==> config.mk <==
export PLATFORM = sky130hd
export DESIGN_NAME = rgb_to_hsv_converter_core
export DESIGN_NICKNAME = d
export VERILOG_FILES = /design/src/rgbhsv_pkg.sv /design/src/rgbhsv_front.sv /design/src/rgbhsv_div_cell.sv /design/src/rgb_to_hsv_converter_core.sv
export SDC_FILE = /design/constraint.sdc
export NUM_CORES = 2
export LEC_CHECK = 0
export BUFFER_PORTS_ARGS = -buffer_cell sky130_fd_sc_hd__buf_2
export CAP_MARGIN = 20
export CORE_UTILIZATION = 66
export CTS_BUF_LIST = sky130_fd_sc_hd__clkbuf_8
export DETAILED_ROUTE_END_ITERATION = 8
export PLACE_DENSITY_LB_ADDON = 0.3
export SLEW_MARGIN = 20
export SYNTH_ARGS = -nofsm -noshare
export SYNTH_HDL_FRONTEND = slang
export SYNTH_SLANG_ARGS = --single-unit
export TNS_END_PERCENT = 20
==> constraint.sdc <==
create_clock -name clock -period 67.5 [get_ports clock]
set_input_delay 10.125 -clock clock [delete_from_list [all_inputs] [get_ports clock]]
set_output_delay 10.125 -clock clock [all_outputs]
set_load 0.01 [all_outputs]
==> src/rgbhsv_pkg.sv <==
// ----------------------------------------------------------------------------
// RGB to HSV package
// Shared constants and the control record that travels down the divider row.
// ----------------------------------------------------------------------------
package rgbhsv_pkg;

   localparam int SAMPLE_BITS_DEF = 16;
   localparam int SEL_BITS        = 2;
   localparam int HUE_BITS        = 15;
   localparam int COMP_BITS       = 16;
   // Quotient bits of the hue offset (at most 3840) and of the saturation.
   localparam int HUE_Q_BITS      = 12;
   localparam int SAT_Q_BITS      = 16;
   localparam int CELL_COUNT      = SAT_Q_BITS;

   localparam logic [HUE_BITS-1:0]  HUE_BASE_RED   = 15'd0;
   localparam logic [HUE_BITS-1:0]  HUE_BASE_GREEN = 15'd7680;
   localparam logic [HUE_BITS-1:0]  HUE_BASE_BLUE  = 15'd15360;
   localparam logic [HUE_BITS+1:0]  HUE_FULL       = 17'd23040;
   localparam logic [COMP_BITS-1:0] SAT_ONE        = 16'hFFFF;

   localparam logic [SEL_BITS-1:0] SEL_HUE     = 2'd0;
   localparam logic [SEL_BITS-1:0] SEL_SAT     = 2'd1;
   localparam logic [SEL_BITS-1:0] SEL_VAL     = 2'd2;
   // The spare selector code also picks hue.
   localparam logic [SEL_BITS-1:0] SEL_HUE_ALT = 2'd3;

   typedef struct packed {
      logic                valid;
      logic [SEL_BITS-1:0] sel;
      logic                hue_neg;
      logic                hue_zero;
      logic                sat_full;
      logic                sat_zero;
      logic [HUE_BITS-1:0] hue_base;
   } ctrl_type;

endpackage

==> src/rgbhsv_front.sv <==
// ----------------------------------------------------------------------------
// RGB to HSV front stage
// Finds the largest and smallest channel, the sector and the divider operands.
// ----------------------------------------------------------------------------
module rgbhsv_front #(
   parameter int SAMPLE_BITS = rgbhsv_pkg::SAMPLE_BITS_DEF
) (
   input  logic                         clock,
   input  logic                         reset,
   input  logic                         en,
   input  logic                         in_valid,
   input  logic [SAMPLE_BITS-1:0]       red,
   input  logic [SAMPLE_BITS-1:0]       green,
   input  logic [SAMPLE_BITS-1:0]       blue,
   input  logic [rgbhsv_pkg::SEL_BITS-1:0] sel,
   output rgbhsv_pkg::ctrl_type         ctrl_ff,
   output logic [SAMPLE_BITS-1:0]       hi_ff,
   output logic [SAMPLE_BITS-1:0]       srem_ff,
   output logic [SAMPLE_BITS-1:0]       span_ff,
   output logic [SAMPLE_BITS-1:0]       hrem_ff,
   output logic [rgbhsv_pkg::HUE_Q_BITS-1:0] hnum_ff
);

   localparam int NW = SAMPLE_BITS + rgbhsv_pkg::HUE_Q_BITS;

   logic [SAMPLE_BITS-1:0] hi, lo, span, absd;
   logic [SAMPLE_BITS:0]   diff;
   logic [NW-1:0]          num;
   rgbhsv_pkg::ctrl_type   ctrl_in;

   always_comb begin
      hi = red;
      if (green > hi) hi = green;
      if (blue > hi) hi = blue;
      lo = red;
      if (green < lo) lo = green;
      if (blue < lo) lo = blue;
      span = hi - lo;

      ctrl_in = '0;
      ctrl_in.valid = in_valid;
      ctrl_in.sel   = sel;
      // Ties for the largest channel go to red, then green.
      if (hi == red) begin
         diff = {1'b0, green} - {1'b0, blue};
         ctrl_in.hue_base = rgbhsv_pkg::HUE_BASE_RED;
      end else if (hi == green) begin
         diff = {1'b0, blue} - {1'b0, red};
         ctrl_in.hue_base = rgbhsv_pkg::HUE_BASE_GREEN;
      end else begin
         diff = {1'b0, red} - {1'b0, green};
         ctrl_in.hue_base = rgbhsv_pkg::HUE_BASE_BLUE;
      end
      ctrl_in.hue_neg  = diff[SAMPLE_BITS];
      ctrl_in.hue_zero = (span == '0);
      ctrl_in.sat_zero = (hi == '0);
      ctrl_in.sat_full = (span == hi);
      absd = diff[SAMPLE_BITS] ? SAMPLE_BITS'(-diff) : diff[SAMPLE_BITS-1:0];
      // 3840 * |diff| as (x << 12) - (x << 8).
      num = {absd, 12'd0} - {4'd0, absd, 8'd0};
   end

   always_ff @(posedge clock) begin
      if (reset) begin
         ctrl_ff <= '0;
      end else if (en) begin
         ctrl_ff <= ctrl_in;
      end
   end

   always_ff @(posedge clock) begin
      if (en) begin
         hi_ff   <= hi;
         srem_ff <= span;
         span_ff <= span;
         hrem_ff <= num[NW-1:rgbhsv_pkg::HUE_Q_BITS];
         hnum_ff <= num[rgbhsv_pkg::HUE_Q_BITS-1:0];
      end
   end

endmodule

==> src/rgbhsv_div_cell.sv <==
// ----------------------------------------------------------------------------
// RGB to HSV divider cell
// One restoring step of the saturation division per cell, and of the hue division in the first 12 cells.
// ----------------------------------------------------------------------------
module rgbhsv_div_cell #(
   parameter int SAMPLE_BITS = rgbhsv_pkg::SAMPLE_BITS_DEF,
   parameter int CELL_INDEX  = 0
) (
   input  logic                                 clock,
   input  logic                                 reset,
   input  logic                                 en,
   input  rgbhsv_pkg::ctrl_type                 ctrl_i,
   input  logic [SAMPLE_BITS-1:0]               hi_i,
   input  logic [SAMPLE_BITS-1:0]               srem_i,
   input  logic [rgbhsv_pkg::SAT_Q_BITS-1:0]    sq_i,
   input  logic [SAMPLE_BITS-1:0]               span_i,
   input  logic [SAMPLE_BITS-1:0]               hrem_i,
   input  logic [rgbhsv_pkg::HUE_Q_BITS-1:0]    hnum_i,
   input  logic [rgbhsv_pkg::HUE_Q_BITS-1:0]    hq_i,
   output rgbhsv_pkg::ctrl_type                 ctrl_ff,
   output logic [SAMPLE_BITS-1:0]               hi_ff,
   output logic [SAMPLE_BITS-1:0]               srem_ff,
   output logic [rgbhsv_pkg::SAT_Q_BITS-1:0]    sq_ff,
   output logic [SAMPLE_BITS-1:0]               span_ff,
   output logic [SAMPLE_BITS-1:0]               hrem_ff,
   output logic [rgbhsv_pkg::HUE_Q_BITS-1:0]    hnum_ff,
   output logic [rgbhsv_pkg::HUE_Q_BITS-1:0]    hq_ff
);

   localparam int QH = rgbhsv_pkg::HUE_Q_BITS;
   localparam int QS = rgbhsv_pkg::SAT_Q_BITS;

   logic [SAMPLE_BITS:0]   st, ht;
   logic                   sbit, hbit;
   logic [SAMPLE_BITS-1:0] srem_in, hrem_in;
   logic [QH-1:0]          hnum_in, hq_in;
   logic [QS-1:0]          sq_in;

   always_comb begin
      st      = {srem_i, 1'b0};
      sbit    = (st >= {1'b0, hi_i});
      srem_in = sbit ? SAMPLE_BITS'(st - {1'b0, hi_i}) : st[SAMPLE_BITS-1:0];
      sq_in   = {sq_i[QS-2:0], sbit};

      ht   = {hrem_i, hnum_i[QH-1]};
      hbit = (ht >= {1'b0, span_i});
      // The hue division is shorter; the last cells hand it on unchanged.
      if (CELL_INDEX < QH) begin
         hrem_in = hbit ? SAMPLE_BITS'(ht - {1'b0, span_i}) : ht[SAMPLE_BITS-1:0];
         hnum_in = {hnum_i[QH-2:0], 1'b0};
         hq_in   = {hq_i[QH-2:0], hbit};
      end else begin
         hrem_in = hrem_i;
         hnum_in = hnum_i;
         hq_in   = hq_i;
      end
   end

   always_ff @(posedge clock) begin
      if (reset) begin
         ctrl_ff <= '0;
      end else if (en) begin
         ctrl_ff <= ctrl_i;
      end
   end

   always_ff @(posedge clock) begin
      if (en) begin
         hi_ff   <= hi_i;
         srem_ff <= srem_in;
         sq_ff   <= sq_in;
         span_ff <= span_i;
         hrem_ff <= hrem_in;
         hnum_ff <= hnum_in;
         hq_ff   <= hq_in;
      end
   end

endmodule

==> src/rgb_to_hsv_converter_core.sv <==
// ----------------------------------------------------------------------------
// RGB to HSV converter core
// Converts one RGB sample triple per cycle, unless the output stalls, to hue, saturation and value.
// ----------------------------------------------------------------------------
//  channel  direction  fields
//  req_     in         tdata: red, green, blue; tuser: component_select
//  rsp_     out        tdata: hue, saturation, brightness, selected_component
//
// One transaction is accepted every cycle unless the output stalls. The path
// is a front stage, a row of 16 divider cells (one saturation quotient bit
// each, hue bits in the first 12 only) and an output register. Reset clears
// the control records along the row and the output valid flag.
// A stalled output holds the whole row, so req_tready follows rsp_tready
// whenever the output register is full.
// ----------------------------------------------------------------------------
module rgb_to_hsv_converter_core #(
   parameter int SAMPLE_BITS = rgbhsv_pkg::SAMPLE_BITS_DEF
) (
   input  logic clock,
   input  logic reset,
   input  logic req_tvalid,
   output logic req_tready,
   // red [S-1:0], green [2S-1:S], blue [3S-1:2S], zero fill
   input  logic [((3*SAMPLE_BITS+7)/8)*8-1:0] req_tdata,
   // component_select [1:0]
   input  logic [rgbhsv_pkg::SEL_BITS-1:0] req_tuser,
   output logic rsp_tvalid,
   input  logic rsp_tready,
   // hue [14:0], saturation [30:15], brightness [46:31],
   // selected_component [62:47], zero fill [63]
   output logic [63:0] rsp_tdata
);

   localparam int N  = rgbhsv_pkg::CELL_COUNT;
   localparam int QH = rgbhsv_pkg::HUE_Q_BITS;
   localparam int QS = rgbhsv_pkg::SAT_Q_BITS;
   localparam int CB = rgbhsv_pkg::COMP_BITS;

   logic en;

   rgbhsv_pkg::ctrl_type   ctrl [N+1];
   logic [SAMPLE_BITS-1:0] hi   [N+1];
   logic [SAMPLE_BITS-1:0] srem [N+1];
   logic [QS-1:0]          sq   [N+1];
   logic [SAMPLE_BITS-1:0] span [N+1];
   logic [SAMPLE_BITS-1:0] hrem [N+1];
   logic [QH-1:0]          hnum [N+1];
   logic [QH-1:0]          hq   [N+1];

   logic                         out_valid_ff;
   logic [63:0]                  out_data_ff;
   logic [rgbhsv_pkg::HUE_BITS+1:0] hsum;
   logic [rgbhsv_pkg::HUE_BITS-1:0] hue;
   logic [CB-1:0]                sat, bright, pick;
   rgbhsv_pkg::ctrl_type         fin;

   assign en         = !out_valid_ff || rsp_tready;
   assign req_tready = en;
   assign rsp_tvalid = out_valid_ff;
   assign rsp_tdata  = out_data_ff;

   assign sq[0] = '0;
   assign hq[0] = '0;

   rgbhsv_front #(.SAMPLE_BITS(SAMPLE_BITS)) u_front (
      .clock   (clock),
      .reset   (reset),
      .en      (en),
      .in_valid(req_tvalid),
      .red     (req_tdata[SAMPLE_BITS-1:0]),
      .green   (req_tdata[2*SAMPLE_BITS-1:SAMPLE_BITS]),
      .blue    (req_tdata[3*SAMPLE_BITS-1:2*SAMPLE_BITS]),
      .sel     (req_tuser),
      .ctrl_ff (ctrl[0]),
      .hi_ff   (hi[0]),
      .srem_ff (srem[0]),
      .span_ff (span[0]),
      .hrem_ff (hrem[0]),
      .hnum_ff (hnum[0])
   );

   for (genvar k = 0; k < N; k++) begin : g_cell
      rgbhsv_div_cell #(.SAMPLE_BITS(SAMPLE_BITS), .CELL_INDEX(k)) u_cell (
         .clock  (clock),
         .reset  (reset),
         .en     (en),
         .ctrl_i (ctrl[k]),
         .hi_i   (hi[k]),
         .srem_i (srem[k]),
         .sq_i   (sq[k]),
         .span_i (span[k]),
         .hrem_i (hrem[k]),
         .hnum_i (hnum[k]),
         .hq_i   (hq[k]),
         .ctrl_ff(ctrl[k+1]),
         .hi_ff  (hi[k+1]),
         .srem_ff(srem[k+1]),
         .sq_ff  (sq[k+1]),
         .span_ff(span[k+1]),
         .hrem_ff(hrem[k+1]),
         .hnum_ff(hnum[k+1]),
         .hq_ff  (hq[k+1])
      );
   end

   always_comb begin
      fin = ctrl[N];
      // Only the red sector can go below zero; it then wraps by 360 degrees.
      if (fin.hue_neg) begin
         hsum = {2'b00, fin.hue_base} - {5'd0, hq[N]};
      end else begin
         hsum = {2'b00, fin.hue_base} + {5'd0, hq[N]};
      end
      if (fin.hue_zero) begin
         hue = '0;
      end else if (hsum[rgbhsv_pkg::HUE_BITS+1]) begin
         hue = rgbhsv_pkg::HUE_BITS'(hsum + rgbhsv_pkg::HUE_FULL);
      end else begin
         hue = hsum[rgbhsv_pkg::HUE_BITS-1:0];
      end

      if (fin.sat_zero) begin
         sat = '0;
      end else if (fin.sat_full) begin
         sat = rgbhsv_pkg::SAT_ONE;
      end else begin
         sat = sq[N];
      end

      bright = CB'(hi[N]);

      unique case (fin.sel)
         rgbhsv_pkg::SEL_SAT: pick = sat;
         rgbhsv_pkg::SEL_VAL: pick = bright;
         default:             pick = {1'b0, hue};
      endcase
   end

   always_ff @(posedge clock) begin
      if (reset) begin
         out_valid_ff <= 1'b0;
      end else if (en) begin
         out_valid_ff <= fin.valid;
      end
   end

   always_ff @(posedge clock) begin
      if (en) begin
         out_data_ff <= {1'b0, pick, bright, sat, hue};
      end
   end

endmodule

==> reports/qor.yml <==
post_drt_wl_per_cell_um: 17.75
numClockSinks: 1402
max_slew.worst_pin.slew_ns: 1.114
synth.area.top_cells: "edfxtp_1, ha_1, mux2_2"
cts_buffer_depth: 3
grt_first_pass_wirelength_mm: 245.9
drtPass1Iterations: 5
synth-seq-area-share_pct: 53.93
power.leakage_nw: 34.71
pin_count: 120
cp-startpoint: "rsp_tready"
drc: 0
hpwlAfterDp_mm: 113.9
critPathMaxStageDelay_ns: 0.43
final_cell_mix: "edfxtp_1, inv_1, nand2_1"
vias_per_cell: 5.714
synthArstFlopShare_pct: 0
fin_crit_ns: 21.54
min_path_cells: 0
max_freq_mhz: 46.42
hold_path_startpoint: "g_cell[10].u_cell.hq_ff[5]$_DFFE_PP_"
ir_drop_v: 0.00004589
syn_area_sq_um: 74880
cts_tree: "built"
yosys.area.top_type_share_pct: 49.36
worst-setup-path-type: "in -> out"
r2r_start: "g_cell[5].u_cell.hi_ff[1]$_DFFE_PP_"
status: "finished clean"
ys.warnings.count: 0
grt.total_usage_pct: 26.64
worst-r2r-cell-count: 18
cp_cell_sequence: "buf_2, nor2b_4, buf_4, inv_8, buf_2"
grt_max_degree: 220
power.density_nw_per_um2: 57.40
grt_pass1_vias: 49530
initial_core_util_pct: 66.56
power_mw: 4.682
postCtsSetupRepairBufs: 0
cts_resized: 0
die_h_um: 338.8
ant_nets: 0
fp.dieW_um: 338.8
cts_root_buf: "clkbuf_8"
final_nets: 7582
synth-seq-cells: 1402
critPathCaptureType: "primary output"
vias: 49240
syn_area_per_cell_sq_um: 11.21
syn2layout_area_growth_pct: 8.919
synthCells: 6680
drive_gt1_share_pct: 11.95
slew_viol_final: 0
clk_latency_ns: 0.91
synth_edf_count: 1231
hold_buffers: 0
gp_congestion: 0.9385
port_buffers: 118
hp-class: "reg -> reg"
timing.critical_path.buf_inv: 4
core_area_sq_um: 112500
arrival_ns: 11.42
worst-path-stages: 5
crit_top_cell: "buf_2"
cts_buffers: 215
syn-num-nets: 7329
rows: 123
antenna_found_initial: 3
synth_cell_type_count: 85
clock_skew_ns: 0.04144
ys.flop_type: "edfxtp_1"
dieArea_sq_um: 114800
hold_violations: 0
yosysTopAreaCell: "edfxtp_1"
fin_util_pct: 72.50
grt.overflow.total: 0
fillCellCount: 7473
slew_headroom_pct: 23.83
cp_max_fo: 109
final_common_cell: "edfxtp_1"
cap_violations: 0
fin_hold_ws_ns: 0.3856
period_share_pct: 31.92
h-tree-depth: 4
setup_tns_ns: 0
grt_setup_unrepaired: "no"
totalWireLength_mm: 152.9
cts.clk_slew.worst_paths_ns: 0.06
cp-start-kind: "input port"
setup_viol: 0
critical_path.top_delay_family: "buffers and inverters"
slowest_stage: "buf_4"
worstPathRequired_ns: 57.38
first_iter_violations: 3168
[routing by layer]
layer  vias up  global-route usage [%]  part of all wire (%)
met4         2                   12.51                   4.3
met1     23440                   30.62                    40
met5         -                       0                 0.012
li1      24260                       -                     -
met2      1174                   48.45                    52
met3       363                   4.200                   4.2
[cell usage after synthesis, types with 5 or more instances]
library cell / n
nand2b_1: 61
edfxtp_1: 1231
dfxtp_1: 171
nor2b_1: 74
buf_2: 5
ha_1: 564
a21boi_0: 134
a22oi_1: 18
nand4_1: 101
nand2_1: 653
nand3_1: 57
o21bai_1: 13
o41ai_1: 6
a31oi_1: 10
a21o_1: 140
and2_1: 29
a211o_1: 6
or4_1: 16
clkbuf_1: 112
a211oi_1: 16
nor2_1: 502
o31a_1: 5
o31ai_1: 14
xnor2_1: 215
o21a_1: 51
and3_1: 9
buf_1: 6
and4_1: 24
o21ai_0: 290
nor3_1: 100
a221o_1: 24
a21oi_1: 477
or2_2: 30
fa_1: 31
xor2_1: 144
or3_1: 37
mux2i_1: 51
nor4_1: 43
o211ai_1: 13
mux2_2: 345
inv_1: 776
[logic make-up (layout without fill, tap and decap cells)]
group,count (synthesis),in the layout,synth area share [%]
and+or+nand+nor,1753,1753,10.72
DFF,1402,1402,53.93
AOI/OAI and AO/OA,1269,1269,10.40
buffers and inverters,901,1335,4.535
adders and majority gates,595,595,10.25
muxes,397,397,5.890
xor gates and xnor gates,362,362,4.264
other,1,3,0.005008
[registers in the layout, summed over array words and instances (netlist names)]
signal / count
g_cell.u_cell.hq_ff: 126
rsp_tvalid: 1
u_front.ctrl_ff: 10
g_cell.u_cell.span_ff: 176
u_front.srem_ff: 16
u_front.hnum_ff: 4
g_cell.u_cell.hnum_ff: 6
u_front.hi_ff: 16
g_cell.u_cell.hi_ff: 256
g_cell.u_cell.ctrl_ff: 160
g_cell.u_cell.hrem_ff: 176
rsp_tdata: 63
g_cell.u_cell.srem_ff: 240
g_cell.u_cell.sq_ff: 136
u_front.hrem_ff: 16
[per-stage QoR]
stage,cells,setup WS (ns),cell area [sq um]
CTS,8614,45.94,81550
global route,8615,45.84,81560
finish,8616,45.96,81560
global placement,8216,45.94,77270
detailed placement,8216,45.94,77280
floorplan,6680,13.71,74880
[worst register-to-register path: cells and delay by family, from the launching register on]
family                     cells  cell delay (ns)
AOI/OAI and AO/OA             13             2.97
DFF                            1             0.45
buffers and inverters          2             0.32
muxes                          1             0.30
adders and majority gates      1             0.23
and+or+nand+nor                1             0.13
[final cells by class]
cell class              instances  area, sq um  share of cell area (%)
clock inverters               178         1247                   1.529
diodes                          2        5.005                0.006136
well taps                    1500         1877                   2.301
repair buffers                161        977.2                   1.198
flip-flops and latches       1402        40390                   49.52
inverters                     776         2920                   3.580
clock buffers                 220         3028                   3.712
multi-input cells            4377        31120                   38.15
[path summary, 6_finish.rpt]
check                                          end  slack, ns
max                                     req_tready      45.96
min           g_cell[11].u_cell.hq_ff[6]$_DFFE_PP_       0.39
max reg2reg  g_cell[6].u_cell.srem_ff[3]$_DFFE_PP_      62.89
min reg2reg   g_cell[11].u_cell.hq_ff[6]$_DFFE_PP_       0.39
[power breakdown]
part | total (mW) | leakage (nW) | internal, mW | switching (mW)
Clock | 0.692 | 2.40 | 0.364 | 0.328
Combinational | 2.30 | 18.1 | 1.09 | 1.21
Sequential | 1.69 | 14.2 | 1.49 | 0.198
(Power assumes the default switching activity.)
